<file path="config.mk">
export PLATFORM = sky130hd
export DESIGN_NAME = bust_ram
export DESIGN_NICKNAME = d
export VERILOG_FILES = /design/src/hdl/bust_ram.sv
export SDC_FILE = /design/constraint.sdc
export NUM_CORES = 2
export LEC_CHECK = 0
export BUFFER_PORTS_ARGS = -buffer_cell sky130_fd_sc_hd__buf_2
export CORE_MARGIN = 4
export CORE_UTILIZATION = 51
export CTS_CLUSTER_SIZE = 10
export DETAILED_ROUTE_END_ITERATION = 7
export PLACE_DENSITY = 0.7
export SLEW_MARGIN = 20
export SYNTH_ARGS = -nofsm -noshare
export SYNTH_HDL_FRONTEND = slang
export SYNTH_SLANG_ARGS = --single-unit
</file>
<file path="constraint.sdc">
create_clock -name clk_i -period 10.7 [get_ports clk_i]
set_input_delay 2.14 -clock clk_i [delete_from_list [all_inputs] [get_ports clk_i]]
set_output_delay 2.14 -clock clk_i [all_outputs]
set_load 0.02 [all_outputs]
</file>
<file path="src/hdl/bust_ram.sv">
// ----------------------------------------------------------------------------
// bust_ram: generic simple dual-port ram
// one write port, one read port with registered read data
// ----------------------------------------------------------------------------
module bust_ram #(
  parameter int unsigned Width = 32,
  parameter int unsigned Depth = 128,
  parameter int unsigned AddrW = (Depth > 1) ? $clog2(Depth) : 1
) (
  input  logic             clk_i,
  input  logic             we_i,
  input  logic [AddrW-1:0] waddr_i,
  input  logic [Width-1:0] wdata_i,
  input  logic [AddrW-1:0] raddr_i,
  output logic [Width-1:0] rdata_o
);

  logic [Width-1:0] mem_q [Depth];
  logic [Width-1:0] rdata_q;

  always_ff @(posedge clk_i) begin
    if (we_i) begin
      mem_q[waddr_i] <= wdata_i;
    end
    rdata_q <= mem_q[raddr_i];
  end

  assign rdata_o = rdata_q;

endmodule

</file>
# Word-level counts from Yosys, hierarchy flattened
# Memory sizes are Yosys's and may differ from the RTL's. A register that Yosys moved wholly into a read port is not among the register bits.
# Cells that the tools add are included.
totals:
  ff_bits: 0
  ram_bits: 4096
  inputBits: 48
  word_cells: 3
  memories: 1
mem_list:
  columns: ["name", "depth", "word_bits", "read_ports", "rd_clocked_by_memory_dff", "wr", "line", "rtl"]
  rows:
  - ["mem_q", 128, 32, 1, 1, 1, "18", "logic [Width-1:0] mem_q [Depth];"]
op_classes:
  muxes: 2
op_table:
  columns: ["cell", "n"]
  rows:
  - ["two-way mux 1 bit", 2]

# Depth between registers and ports, before layout
logic_depth:
  word_depth: 2
  mapped_depth: 8
  mapped_depth_nobuf: 4

# Worst setup path after synthesis
# Ideal clock, no wire load.
synth_path:
  kind: "input to register"
  startpoint: "in we_i"
  endpoint: "mem mem_q[98][0], enable pin"
  arrival_ps: 4918
  t_required_ps: 10239
  path_slack_ps: 5321
  cell_stages: 3
  path_buffers: 1
  cell_sequence: "clkbuf_1 nand4_1 nor3_1"
synth_via:
  elab_chain_len: 2
synth_lines:
  columns: ["item", "line", "rtl"]
  rows:
  - ["from (decl)", "11", "input logic we_i,"]
  - ["two-way mux 1 bit", "22", "if (we_i) begin"]
  - ["two-way mux 1 bit (implied by the code)", "23", "mem_q[waddr_i] <= wdata_i;"]
  - ["to (decl)", "18", null]
# No other way between the ends.

==> flow_summary.json <==
{
  "critPathArrivalTime_ns": 6.16,
  "syn_area_per_cell_um2": 26.1,
  "seq_area_frac_synth_pct": 79.1,
  "grt_pass1_vias": 72700,
  "syn-num-nets": 6038,
  "vias": 71000,
  "rsz0062_at_grt": "false",
  "detail-route-antenna-nets": 0,
  "ys.flop_type": "edfxtp_1",
  "peakVddDrop_mv": 0.148,
  "die_height_um": 562,
  "worstSetupPathType": "in -> reg",
  "power_density_nw_per_um2": 189,
  "drive_gt1_share_pct": 34.7,
  "area_growth_syn_to_layout_pct": 12.6,
  "synthCells": 5990,
  "clk_latency_ns": 0.98,
  "cts_made_buffers": 455,
  "portBuffers": 79,
  "fin_skew_ns": 0.0810,
  "die_area_um2": 315000,
  "viasPerCell": 6.63,
  "place_congestion": 0.802,
  "dp_cells": 10000,
  "cts_tree": "built",
  "path_max_fanout": 50,
  "drt_iter0_drc": 11200,
  "max_freq_mhz": 188,
  "wl_per_cell_um": 36.8,
  "status": "completed",
  "leakage_nw": 53.5,
  "setup_viol": 0,
  "core.rowCount": 202,
  "ctsHoldBuffers": 0,
  "core-area_um2": 304000,
  "cts_root_buffer": "clkbuf_16",
  "final_common_cell": "edfxtp_1",
  "yosys.cell_types.count": 17,
  "clkSinkCount": 4128,
  "grt_pass1_wl_um": 558000,
  "ys_ff_latch": 4128,
  "synth-edff-count": 4096,
  "drv_slew": 0,
  "power.switching_mw": 6.99,
  "dp_hpwl_um": 205000,
  "yosysWarnings": 0,
  "grt_max_degree": 140,
  "post_cts_buffers": 0,
  "htreeDepth": 5,
  "max-cap-violations": 0,
  "crit_path_end_kind": "flop",
  "tightestPinTransition_ns": 1.21,
  "fin_crit_sh_pct": 49.7,
  "power_frac_comb_pct": 5.0,
  "seq_power_share_pct": 54.0,
  "grt-ovfl-total": 0,
  "hold_class": "reg -> reg",
  "synthArstFlopShare_pct": 0,
  "antenna_found_initial": 60,
  "path_clk_slew_ns": 0.06,
  "drt_wl_total_um": 394000,
  "route.detailed.drc": 0,
  "hold_viol": 0,
  "swShare_pct": 21.0,
  "cts.path.max_buffers": 4,
  "layout.cells.non_filler": 10700,
  "power_mw": 33.2,
  "fin_setup_tns_ns": 0,
  "boundaryPins": 80,
  "start_kind": "input port",
  "dr.pass1.iters": 5,
  "cp.required_ns": 11.54,
  "fp.dieW_um": 562,
  "slew_headroom_pct": 19.2,
  "syn_area_um2": 156000,
  "layout_min_cycle_time_ns": 5.32,
  "track_usage_pct": 25.1,
  "clock_power_share_pct": 41.0,
  "intPower_mw": 26.3,
  "layout_common_cells": "edfxtp_1, mux4_2, clkbuf_16",
  "initial_core_util_pct": 51.4,
  "cts_resized": 0,
  "finalNetCount": 6465
}
path summary, 6_finish.rpt:
check | endpoint | start | cells after the start | slack (ns)
setup / recovery | rdata_o[6]$_DFF_P_ | raddr_i[2] | 7 | 5.38
hold / removal | rdata_o[16]$_DFF_P_ | mem_q[68][16]$_DFFE_PP_ | 4 | 1.10
setup reg to reg | rdata_o[26]$_DFF_P_ | mem_q[103][26]$_DFFE_PP_ | 4 | 8.05
hold reg to reg | rdata_o[16]$_DFF_P_ | mem_q[68][16]$_DFFE_PP_ | 4 | 1.10
per-layer routing:
metal  part of all wire [%]  GRT usage (%)  vias up
met2                     48           39.4     4423
met5                  0.047              0        -
li1                       -              -    27100
met3                     12           6.34      662
met1                     37           35.6    38800
met4                    2.9           7.15       28
critical path, stage by stage:
cell	delay, ns
buf_8	0.33
buf_4	0.72
buf_4	0.69
mux4_2	0.44
mux4_2	0.61
mux4_2	0.69
mux2_2	0.33
cell type report:
cell class / count / area (um2)
Fill cell: 20700 / 128000
Sequential cell: 4128 / 124000
Multi-Input combinational cell: 1546 / 32300
Clock buffer: 588 / 12000
Tap cell: 4080 / 5100
Timing Repair Buffer: 286 / 2320
Clock inverter: 32 / 578
Antenna cell: 45 / 113
flip-flops by register name, summed over array words and instances (netlist names):
name	flops
mem_q	4096
rdata_o	32
logic make-up (layout without fill, tap and decap cells):
| logic type | count (synthesis) | count (layout) | synth area share (%) |
|---|---|---|---|
| flip-flops | 4128 | 4128 | 79.1 |
| multiplexers | 1376 | 1376 | 19.6 |
| buffers and inverters | 316 | 906 | 0.839 |
| AND/OR/NAND/NOR | 170 | 170 | 0.446 |
| other | 0 | 45 | 0 |
power by group through the flow:
stage          clock [mW]  sequential (mW)  combinational, mW
2_1_floorplan           0             18.2              0.861
3_3_place_gp            0             18.3               1.64
3_5_place_dp            0             18.3               1.68
4_1_cts              13.8             18.0               1.68
5_1_grt              14.5             17.9               1.76
6_report             13.6             18.0               1.68
cells in the mapped netlist, drive strengths merged, types with 3 or more instances:
cell type / instances / area share, %
nand3: 12 / 0.038
mux4: 1344 / 19
nor3: 9 / 0.029
nand2: 14 / 0.034
nor2: 122 / 0.29
dfxtp: 32 / 0.41
mux2: 32 / 0.23
buf: 134 / 0.40
nor2b: 7 / 0.028
clkbuf: 182 / 0.44
edfxtp: 4096 / 79
nand4: 3 / 0.012
stage by stage:
stage               setup WS [ns]  hold WS, ns  instance area (um2)  utilization [%]
global route                 5.34         1.15               176000             57.9
CTS                          5.52         1.11               176000             57.8
global placement             4.53         1.12               163000             53.7
finish                       5.38         1.10               176000             57.9
detailed placement           4.50         1.13               163000             53.7
floorplan                    5.32         1.07               156000                -
No activity file was read; power rests on OpenSTA's default activity.
