--- src/hdl/bust_pkg.sv ---
// ----------------------------------------------------------------------------
// bust_pkg: shared types and constants for the bounded set table
// operation codes, transfer payload structs and default sizing
// ----------------------------------------------------------------------------
package bust_pkg;

  localparam int unsigned DefaultCapacity = 128;
  localparam int unsigned ValueWidth      = 32;
  localparam int unsigned CountOutWidth   = 8;

  typedef enum logic [1:0] {
    KIND_CLEAR  = 2'd0,
    KIND_ADD    = 2'd1,
    KIND_REMOVE = 2'd2,
    KIND_QUERY  = 2'd3
  } kind_e;

  typedef struct packed {
    kind_e                         kind;
    logic signed [ValueWidth-1:0]  value;
  } in_item_t;

  typedef struct packed {
    logic                      present;
    logic                      rejected;
    logic [CountOutWidth-1:0]  count;
  } out_item_t;

endpackage

--- src/hdl/bust_ctrl.sv ---
// ----------------------------------------------------------------------------
// bust_ctrl: operation sequencer for the bounded set table
// walks stored entries through the ram read port with one shared comparator,
// then moves the last entry into the hole left by a remove
// ----------------------------------------------------------------------------
module bust_ctrl #(
  parameter int unsigned Capacity = 128,
  parameter int unsigned CountW   = $clog2(Capacity + 1),
  parameter int unsigned AddrW    = (Capacity > 1) ? $clog2(Capacity) : 1
) (
  input  logic                               clk_i,
  input  logic                               rst_ni,
  input  logic                               in_valid_i,
  output logic                               in_stall_o,
  input  bust_pkg::in_item_t                 in_data_i,
  output logic                               rsp_valid_o,
  input  logic                               rsp_ready_i,
  output bust_pkg::out_item_t                rsp_o,
  output logic                               ram_we_o,
  output logic [AddrW-1:0]                   ram_waddr_o,
  output logic [bust_pkg::ValueWidth-1:0]    ram_wdata_o,
  output logic [AddrW-1:0]                   ram_raddr_o,
  input  logic [bust_pkg::ValueWidth-1:0]    ram_rdata_i
);

  import bust_pkg::*;

  typedef enum logic [2:0] {
    ST_IDLE,
    ST_SCAN,
    ST_LAST,
    ST_MOVE,
    ST_DONE
  } state_e;

  localparam logic [CountW-1:0] CapCount = CountW'(Capacity);

  state_e                 state_q, state_d;
  kind_e                  kind_q, kind_d;
  logic [ValueWidth-1:0]  value_q, value_d;
  logic [CountW-1:0]      count_q, count_d;
  logic [CountW-1:0]      scan_q, scan_d;
  logic                   pend_q, pend_d;
  logic [AddrW-1:0]       pend_idx_q, pend_idx_d;
  logic [AddrW-1:0]       hit_idx_q, hit_idx_d;
  logic                   present_q, present_d;
  logic                   rejected_q, rejected_d;
  logic [CountW-1:0]      last_idx;
  logic                   hit;

  assign last_idx = count_q - CountW'(1);
  assign hit      = pend_q && (ram_rdata_i == value_q);

  always_comb begin
    state_d     = state_q;
    kind_d      = kind_q;
    value_d     = value_q;
    count_d     = count_q;
    scan_d      = scan_q;
    pend_d      = pend_q;
    pend_idx_d  = pend_idx_q;
    hit_idx_d   = hit_idx_q;
    present_d   = present_q;
    rejected_d  = rejected_q;
    ram_we_o    = 1'b0;
    ram_waddr_o = count_q[AddrW-1:0];
    ram_wdata_o = in_data_i.value;
    ram_raddr_o = scan_q[AddrW-1:0];
    rsp_valid_o = 1'b0;

    unique case (state_q)
      ST_IDLE: begin
        if (in_valid_i) begin
          kind_d     = in_data_i.kind;
          value_d    = in_data_i.value;
          present_d  = 1'b0;
          rejected_d = 1'b0;
          scan_d     = '0;
          pend_d     = 1'b0;
          unique case (in_data_i.kind) inside
            KIND_CLEAR: begin
              count_d = '0;
              state_d = ST_DONE;
            end
            KIND_ADD: begin
              if (count_q < CapCount) begin
                ram_we_o = 1'b1;
                count_d  = count_q + CountW'(1);
              end else begin
                rejected_d = 1'b1;
              end
              state_d = ST_DONE;
            end
            KIND_REMOVE, KIND_QUERY: begin
              state_d = ST_SCAN;
            end
          endcase
        end
      end
      ST_SCAN: begin
        if (hit) begin
          present_d = 1'b1;
          hit_idx_d = pend_idx_q;
          pend_d    = 1'b0;
          state_d   = (kind_q == KIND_REMOVE) ? ST_LAST : ST_DONE;
        end else if (scan_q < count_q) begin
          scan_d     = scan_q + CountW'(1);
          pend_d     = 1'b1;
          pend_idx_d = scan_q[AddrW-1:0];
        end else begin
          pend_d  = 1'b0;
          state_d = ST_DONE;
        end
      end
      ST_LAST: begin
        ram_raddr_o = last_idx[AddrW-1:0];
        state_d     = ST_MOVE;
      end
      ST_MOVE: begin
        ram_we_o    = 1'b1;
        ram_waddr_o = hit_idx_q;
        ram_wdata_o = ram_rdata_i;
        count_d     = last_idx;
        state_d     = ST_DONE;
      end
      ST_DONE: begin
        rsp_valid_o = 1'b1;
        if (rsp_ready_i) begin
          state_d = ST_IDLE;
        end
      end
      default: state_d = ST_IDLE;
    endcase
  end

  always_ff @(posedge clk_i or negedge rst_ni) begin
    if (!rst_ni) begin
      state_q    <= ST_IDLE;
      count_q    <= '0;
      pend_q     <= 1'b0;
      present_q  <= 1'b0;
      rejected_q <= 1'b0;
    end else begin
      state_q    <= state_d;
      count_q    <= count_d;
      pend_q     <= pend_d;
      present_q  <= present_d;
      rejected_q <= rejected_d;
    end
  end

  always_ff @(posedge clk_i) begin
    kind_q     <= kind_d;
    value_q    <= value_d;
    scan_q     <= scan_d;
    pend_idx_q <= pend_idx_d;
    hit_idx_q  <= hit_idx_d;
  end

  assign in_stall_o     = (state_q != ST_IDLE);
  assign rsp_o.present  = present_q;
  assign rsp_o.rejected = rejected_q;
  assign rsp_o.count    = CountOutWidth'(count_q);

endmodule

--- config.mk ---
export PLATFORM = sky130hd
export DESIGN_NAME = bust_ctrl
export DESIGN_NICKNAME = d
export VERILOG_FILES = /design/src/hdl/bust_pkg.sv /design/src/hdl/bust_ctrl.sv
export SDC_FILE = /design/constraint.sdc
export NUM_CORES = 1
export LEC_CHECK = 0
export BUFFER_PORTS_ARGS = -buffer_cell sky130_fd_sc_hd__buf_4
export CORE_MARGIN = 5
export CORE_UTILIZATION = 40
export DETAILED_ROUTE_END_ITERATION = 8
export PLACE_DENSITY = 0.66
export SYNTH_ARGS = -nofsm -noshare
export SYNTH_HDL_FRONTEND = slang
export SYNTH_SLANG_ARGS = --single-unit
--- constraint.sdc ---
create_clock -name clk_i -period 3.3 [get_ports clk_i]
set_clock_uncertainty 0.15 [all_clocks]
set_input_delay 0.66 -clock clk_i [delete_from_list [all_inputs] [get_ports clk_i]]
set_output_delay 0.66 -clock clk_i [all_outputs]
set_load 0.05 [all_outputs]
## Yosys cells after proc, flatten, opt, wreduce, memory -nomap -nowiden

Index checks and enable logic that the tools add are counted.
W data, S select, Z words.

- Bits in registers: 70
- Output and inout bits: 59
- Logic and storage cells: 80

- Add/sub/neg operators: 3
- Order comparisons: 2
- Equality and inequality tests: 17
- Mux-type cells: 31
- Bitwise logic cells: 1
- Reduce and logical (&&, ||, !) cells: 16

Operator list:

| kind | number |
|---|---|
| $pmux W8 S2 | 3 |
| $mux W8 | 5 |
| $eq A32 B32 Y1 | 1 |
| $mux W32 | 1 |
| $add A8 B1 Y8 const B | 2 |
| $mux W3 | 5 |
| $pmux W3 S5 | 1 |
| $mux W7 | 2 |
| $mux W1 | 10 |
| $ne A2 B2 Y1 const B | 5 |
| $ne A3 B3 Y1 const B | 3 |
| $reduce_and A3 Y1 | 3 |
| $lt A8 B8 Y1 | 1 |
| $lt A8 B8 Y1 const B | 1 |
| $reduce_and A4 Y1 | 2 |
| $sub A8 B1 Y8 const B | 1 |
| $eq A2 B2 Y1 const B | 3 |
| $eq A3 B2 Y1 const B | 2 |
| $pmux W1 S2 | 3 |
| $pmux W3 S2 | 1 |
| $reduce_and A2 Y1 | 3 |
| $reduce_bool A2 Y1 | 2 |
| $reduce_or A2 Y1 | 2 |
| $eq A3 B1 Y1 const B | 1 |
| 7 further kinds | 7 |

## Logic depth before layout (Yosys ltp)

- Depth in word-level cells: 5
- Depth in mapped cells: 9

## Worst setup path before layout

No wires, ideal clock.

- Path type: input port to output port
- From: in in_valid_i
- To: out ram_we_o
- Arrival time: 2.727 ns
- Data required time: 2.490 ns
- Path slack: -0.237 ns
- Stages on the path: 4
- Buffers on the path: 0
- Cell sequence: nand3b_1 -> inv_1 -> a21oi_1 -> a21oi_1

- Word-level cells in the longest chain between the ends: 2

RTL lines:

| element | line | RTL |
|---|---|---|
| from (decl) | bust_ctrl.sv:13 | `input logic in_valid_i,` |
| $mux W1 | bust_ctrl.sv:73 | `if (in_valid_i) begin` |
| $pmux W1 S2 | bust_ctrl.sv:71 | `unique case (state_q)` |
| to (decl) | bust_ctrl.sv:19 | `output logic ram_we_o,` |

Every way passes these cells.

## Worst setup path after layout

- From: reg count_q[0]
- To: out ram_raddr_o[6]

- Word-level cells in the longest chain between the ends: 2

RTL lines:

| element | line | RTL |
|---|---|---|
| from (decl) | bust_ctrl.sv:41 | `logic [CountW-1:0] count_q, count_d;` |
| from (signal assigned) | bust_ctrl.sv:145 | `count_q <= count_d;` |
| $sub A8 B1 Y8 | bust_ctrl.sv:51 | `assign last_idx = count_q - CountW'(1);` |
| $mux W7 | bust_ctrl.sv:71 |  |
| to (decl) | bust_ctrl.sv:22 | `output logic [AddrW-1:0] ram_raddr_o,` |

Every way passes these cells.

==> impl_metrics.csv <==
group,metric,value,unit
worst_setup_path,path_cells,"inv_1, ha_1, and3_1, nand2_1, xnor2_1, o21ai_1, buf_4",
yosys,synth.avg_cell_area,9.66,um2
drt,wire_per_inst,16.2,um
cts,cts-buffers-inserted,9,
pwr,power.density,618,mW/mm2
sta,worst_slew_pin_slew,524,ps
die,boundaryPins,129,
cts,cts_resized,0,
yosys,netlist_area,0.00388,mm2
cts,clkSinkCount,70,
global_route,antenna_found_initial,0,
layout,num-nets-final,611,
yosys,synth_top_area_share,0.433,
sta,hold_viol,0,
global_route,grt_max_degree,38,
global_route,grt.busiest_layer,"met2",
pwr,p_leak,0.00226,uW
die,start_util,0.403,
layout,antenna_cells,0,
yosys,synthCells,402,
global_route,grtUsageMet1,0.246,
yosys,syn_nets,482,
cts,postCtsHoldBufs,1,
placed_design,io_buffers,128,
sta,fin_crit,3020,ps
cts,htreeDepth,3,
global_route,overflow,0,
sta,holdWs,272,ps
drt,postRouteAntennaNets,0,
drt,wl,10.9,mm
sta,fmax,331,MHz
global_route,met3_usage,0.0340,
worst_setup_path,path_class,"reg2out",
sta,max-slew-margin-rel,0.647,
sta,setup_slack,279,ps
worst_setup_path,worst_ep_required_time,2490,ps
yosys,ys_top_cells_by_area,"edfxtp_1 (43%), nand2_1 (11%), dfrtp_1 (9.0%)",
drt,viasPerCell,4.96,
yosys,synth-seq-area-share,0.523,
drt,drt_iter0_markers,293,
sta,post-route-period-util,0.915,
die,die_h,109,um
worst_setup_path,cp_num_buf_inv,2,
cts,cts_root_buf,"clkbuf_8",
cts,clock_latency,350,ps
yosys,ys_ff_latch,70,
placed_design,place_ws,611,ps
sta,setup_viol,0,
pwr,ir_worst_vdd,0.560,mV
global_route,grt_pass1_wl,16.7,mm
flow_run,max_cap_viol_count,0,
layout,final_layout_size_suffix_gt1_frac,0.295,
global_route,grt_pass1_vias,3280,
worst_setup_path,critical_path.max_fanout,6,
drt,num_vias,3320,
die,die_width,109,um
yosys,ys_types,49,
cts,cts_tree,"built",
die,die-area,0.0118,mm2
min_path,hold_class,"reg2reg",
placed_design,gp_congestion,0.893,
sta,slew_violations,0,
worst_setup_path,cp-end-kind,"output port",
sta,fin_setup_tns,0,ps
global_route,grt_usage,0.183,
drt,dr.pass1.iters,4,
worst_setup_path,cp_slowest_stage_delay,460,ps
worst_setup_path,arrival,2210,ps
global_route,grt_use_met2,0.300,
layout,area_growth,33.8,%
cts,clk_pin_slew,80,ps
die,core_area,0.00964,mm2
yosys,yosys.area.top_type,"edfxtp_1",
status,status,"finished clean",
worst_setup_path,cp_top_family,"flip-flops",
drt,drc,0,
worst_setup_path,slowest_stage,"dfrtp_1",
yosys,yosysWarningCount,0,
die,rows,36,
cts,cts_setup_buffers,0,
worst_setup_path,cp-start-kind,"flip-flop",
sta,rsz0062_at_grt,"false",
placed_design,hpwl,8.43,mm
cts,cts_buffer_depth,2,
where the power goes:
| group | total, uW | internal, uW | leakage (uW) | switching (uW) |
|---|---|---|---|---|
| clock network | 693 | 354 | 0.0000931 | 339 |
| registers | 1310 | 1160 | 0.000715 | 150 |
| logic | 1210 | 423 | 0.00145 | 783 |
| total | 3210 | 1940 | 0.00226 | 1270 |
per-layer routing:
metal | vias up | share of wire
met5 | - | 0
met4 | 0 | 0.011
met3 | 11 | 0.076
met2 | 129 | 0.46
met1 | 1522 | 0.45
li1 | 1658 | -
sequential cells by signal, indices dropped and copies added (netlist names):
register,cells
pend_q,1
rejected_q,1
count_q,8
state_q,3
pend_idx_q,7
value_q,32
scan_q,8
present_q,1
kind_q,2
hit_idx_q,7
metrics by stage:
stage                     power (uW)  utilization  instance area [um2]  instances
final                           3210        0.539                 5200        669
after global routing            3390        0.539                 5200        669
after CTS                       3230        0.539                 5200        669
after detailed placement        2530        0.517                 4990        652
after global placement          2500        0.517                 4990        652
after floorplan                 2110            -                 3890        402
cell usage after synthesis (all sizes together):
master	instances
a21oi	11
a21o	1
ha	10
nor2	20
a2111oi	1
and4	1
buf	5
xnor2	29
nor2b	4
nor3	3
a41oi	1
inv	19
and3b	1
a222oi	1
or2	2
nand4	7
or3b	1
nand3b	2
o21a	1
nand2	114
xor2	7
a211oi	2
or4	1
nor4	3
a22oi	2
clkbuf	13
nand3	8
o21bai	1
a31oi	3
o31a	1
dfrtp	14
nand2b	5
mux2	1
o22ai	4
or3	3
nor3b	3
o31ai	11
o2111ai	1
edfxtp	56
o21ai	24
o211ai	1
and3	4
cells by family (layout without fill, tap and decap cells):
| kind of cell | after synthesis | count (layout) | share of synthesized area |
|---|---|---|---|
| buffers and inverters | 37 | 171 | 0.0393 |
| multiplexers | 1 | 1 | 0.00290 |
| AO/OA/AOI/OAI | 66 | 66 | 0.111 |
| flip-flops | 70 | 70 | 0.523 |
| AND/OR/NAND/NOR | 182 | 182 | 0.211 |
| XOR/XNOR | 36 | 36 | 0.0812 |
| adder cells (fa/ha/maj) | 10 | 10 | 0.0322 |
cells in the final DEF (no fill, tap or decap), drive strengths merged, types with 3 or more instances in the layout:
cell type and n:
xnor2 29, dfrtp 14, nor3 3, nand2b 5, nand3 8, edfxtp 56, o21ai 24, nor4 3
ha 10, xor2 7, a31oi 3, clkbuf 10, nand2 114, and3 4, a21oi 11, nand4 7
or3 3, nor2b 4, o22ai 4, buf 135, nor2 20, nor3b 3, o31ai 11, inv 20
worst register-to-register path: cells and delay by family (launching register included):
| family | cells | cell delay, ps |
|---|---|---|
| flops | 1 | 490 |
| fa+ha+maj | 1 | 230 |
| buf+inv | 1 | 150 |
| simple gates | 3 | 940 |
| compound gates | 2 | 330 |
area by class of cell:
class	count	area [um2]
clock buffers	10	128
clock inverters	6	71.3
fillers	930	4440
inverters	19	71.3
multi-input cells	295	1700
flip-flops and latches	70	2030
well taps	133	166
repair buffers	136	1020
path summary, 6_finish.rpt:
check / startpoint / to / slack [ps] / depth (start not counted)
max: count_q[0] / ram_raddr_o[6] / 280 / 7
max in group asynchronous: rst_ni / pend_q / 2280 / 2
min in group asynchronous: rst_ni / count_q[0] / 530 / 2
min: pend_idx_q[4] / hit_idx_q[4] / 270 / 0
min reg2reg: pend_idx_q[4] / hit_idx_q[4] / 270 / 0
max reg2reg: count_q[2] / scan_q[3] / 690 / 7
No activity file was read; power rests on OpenSTA's default activity.
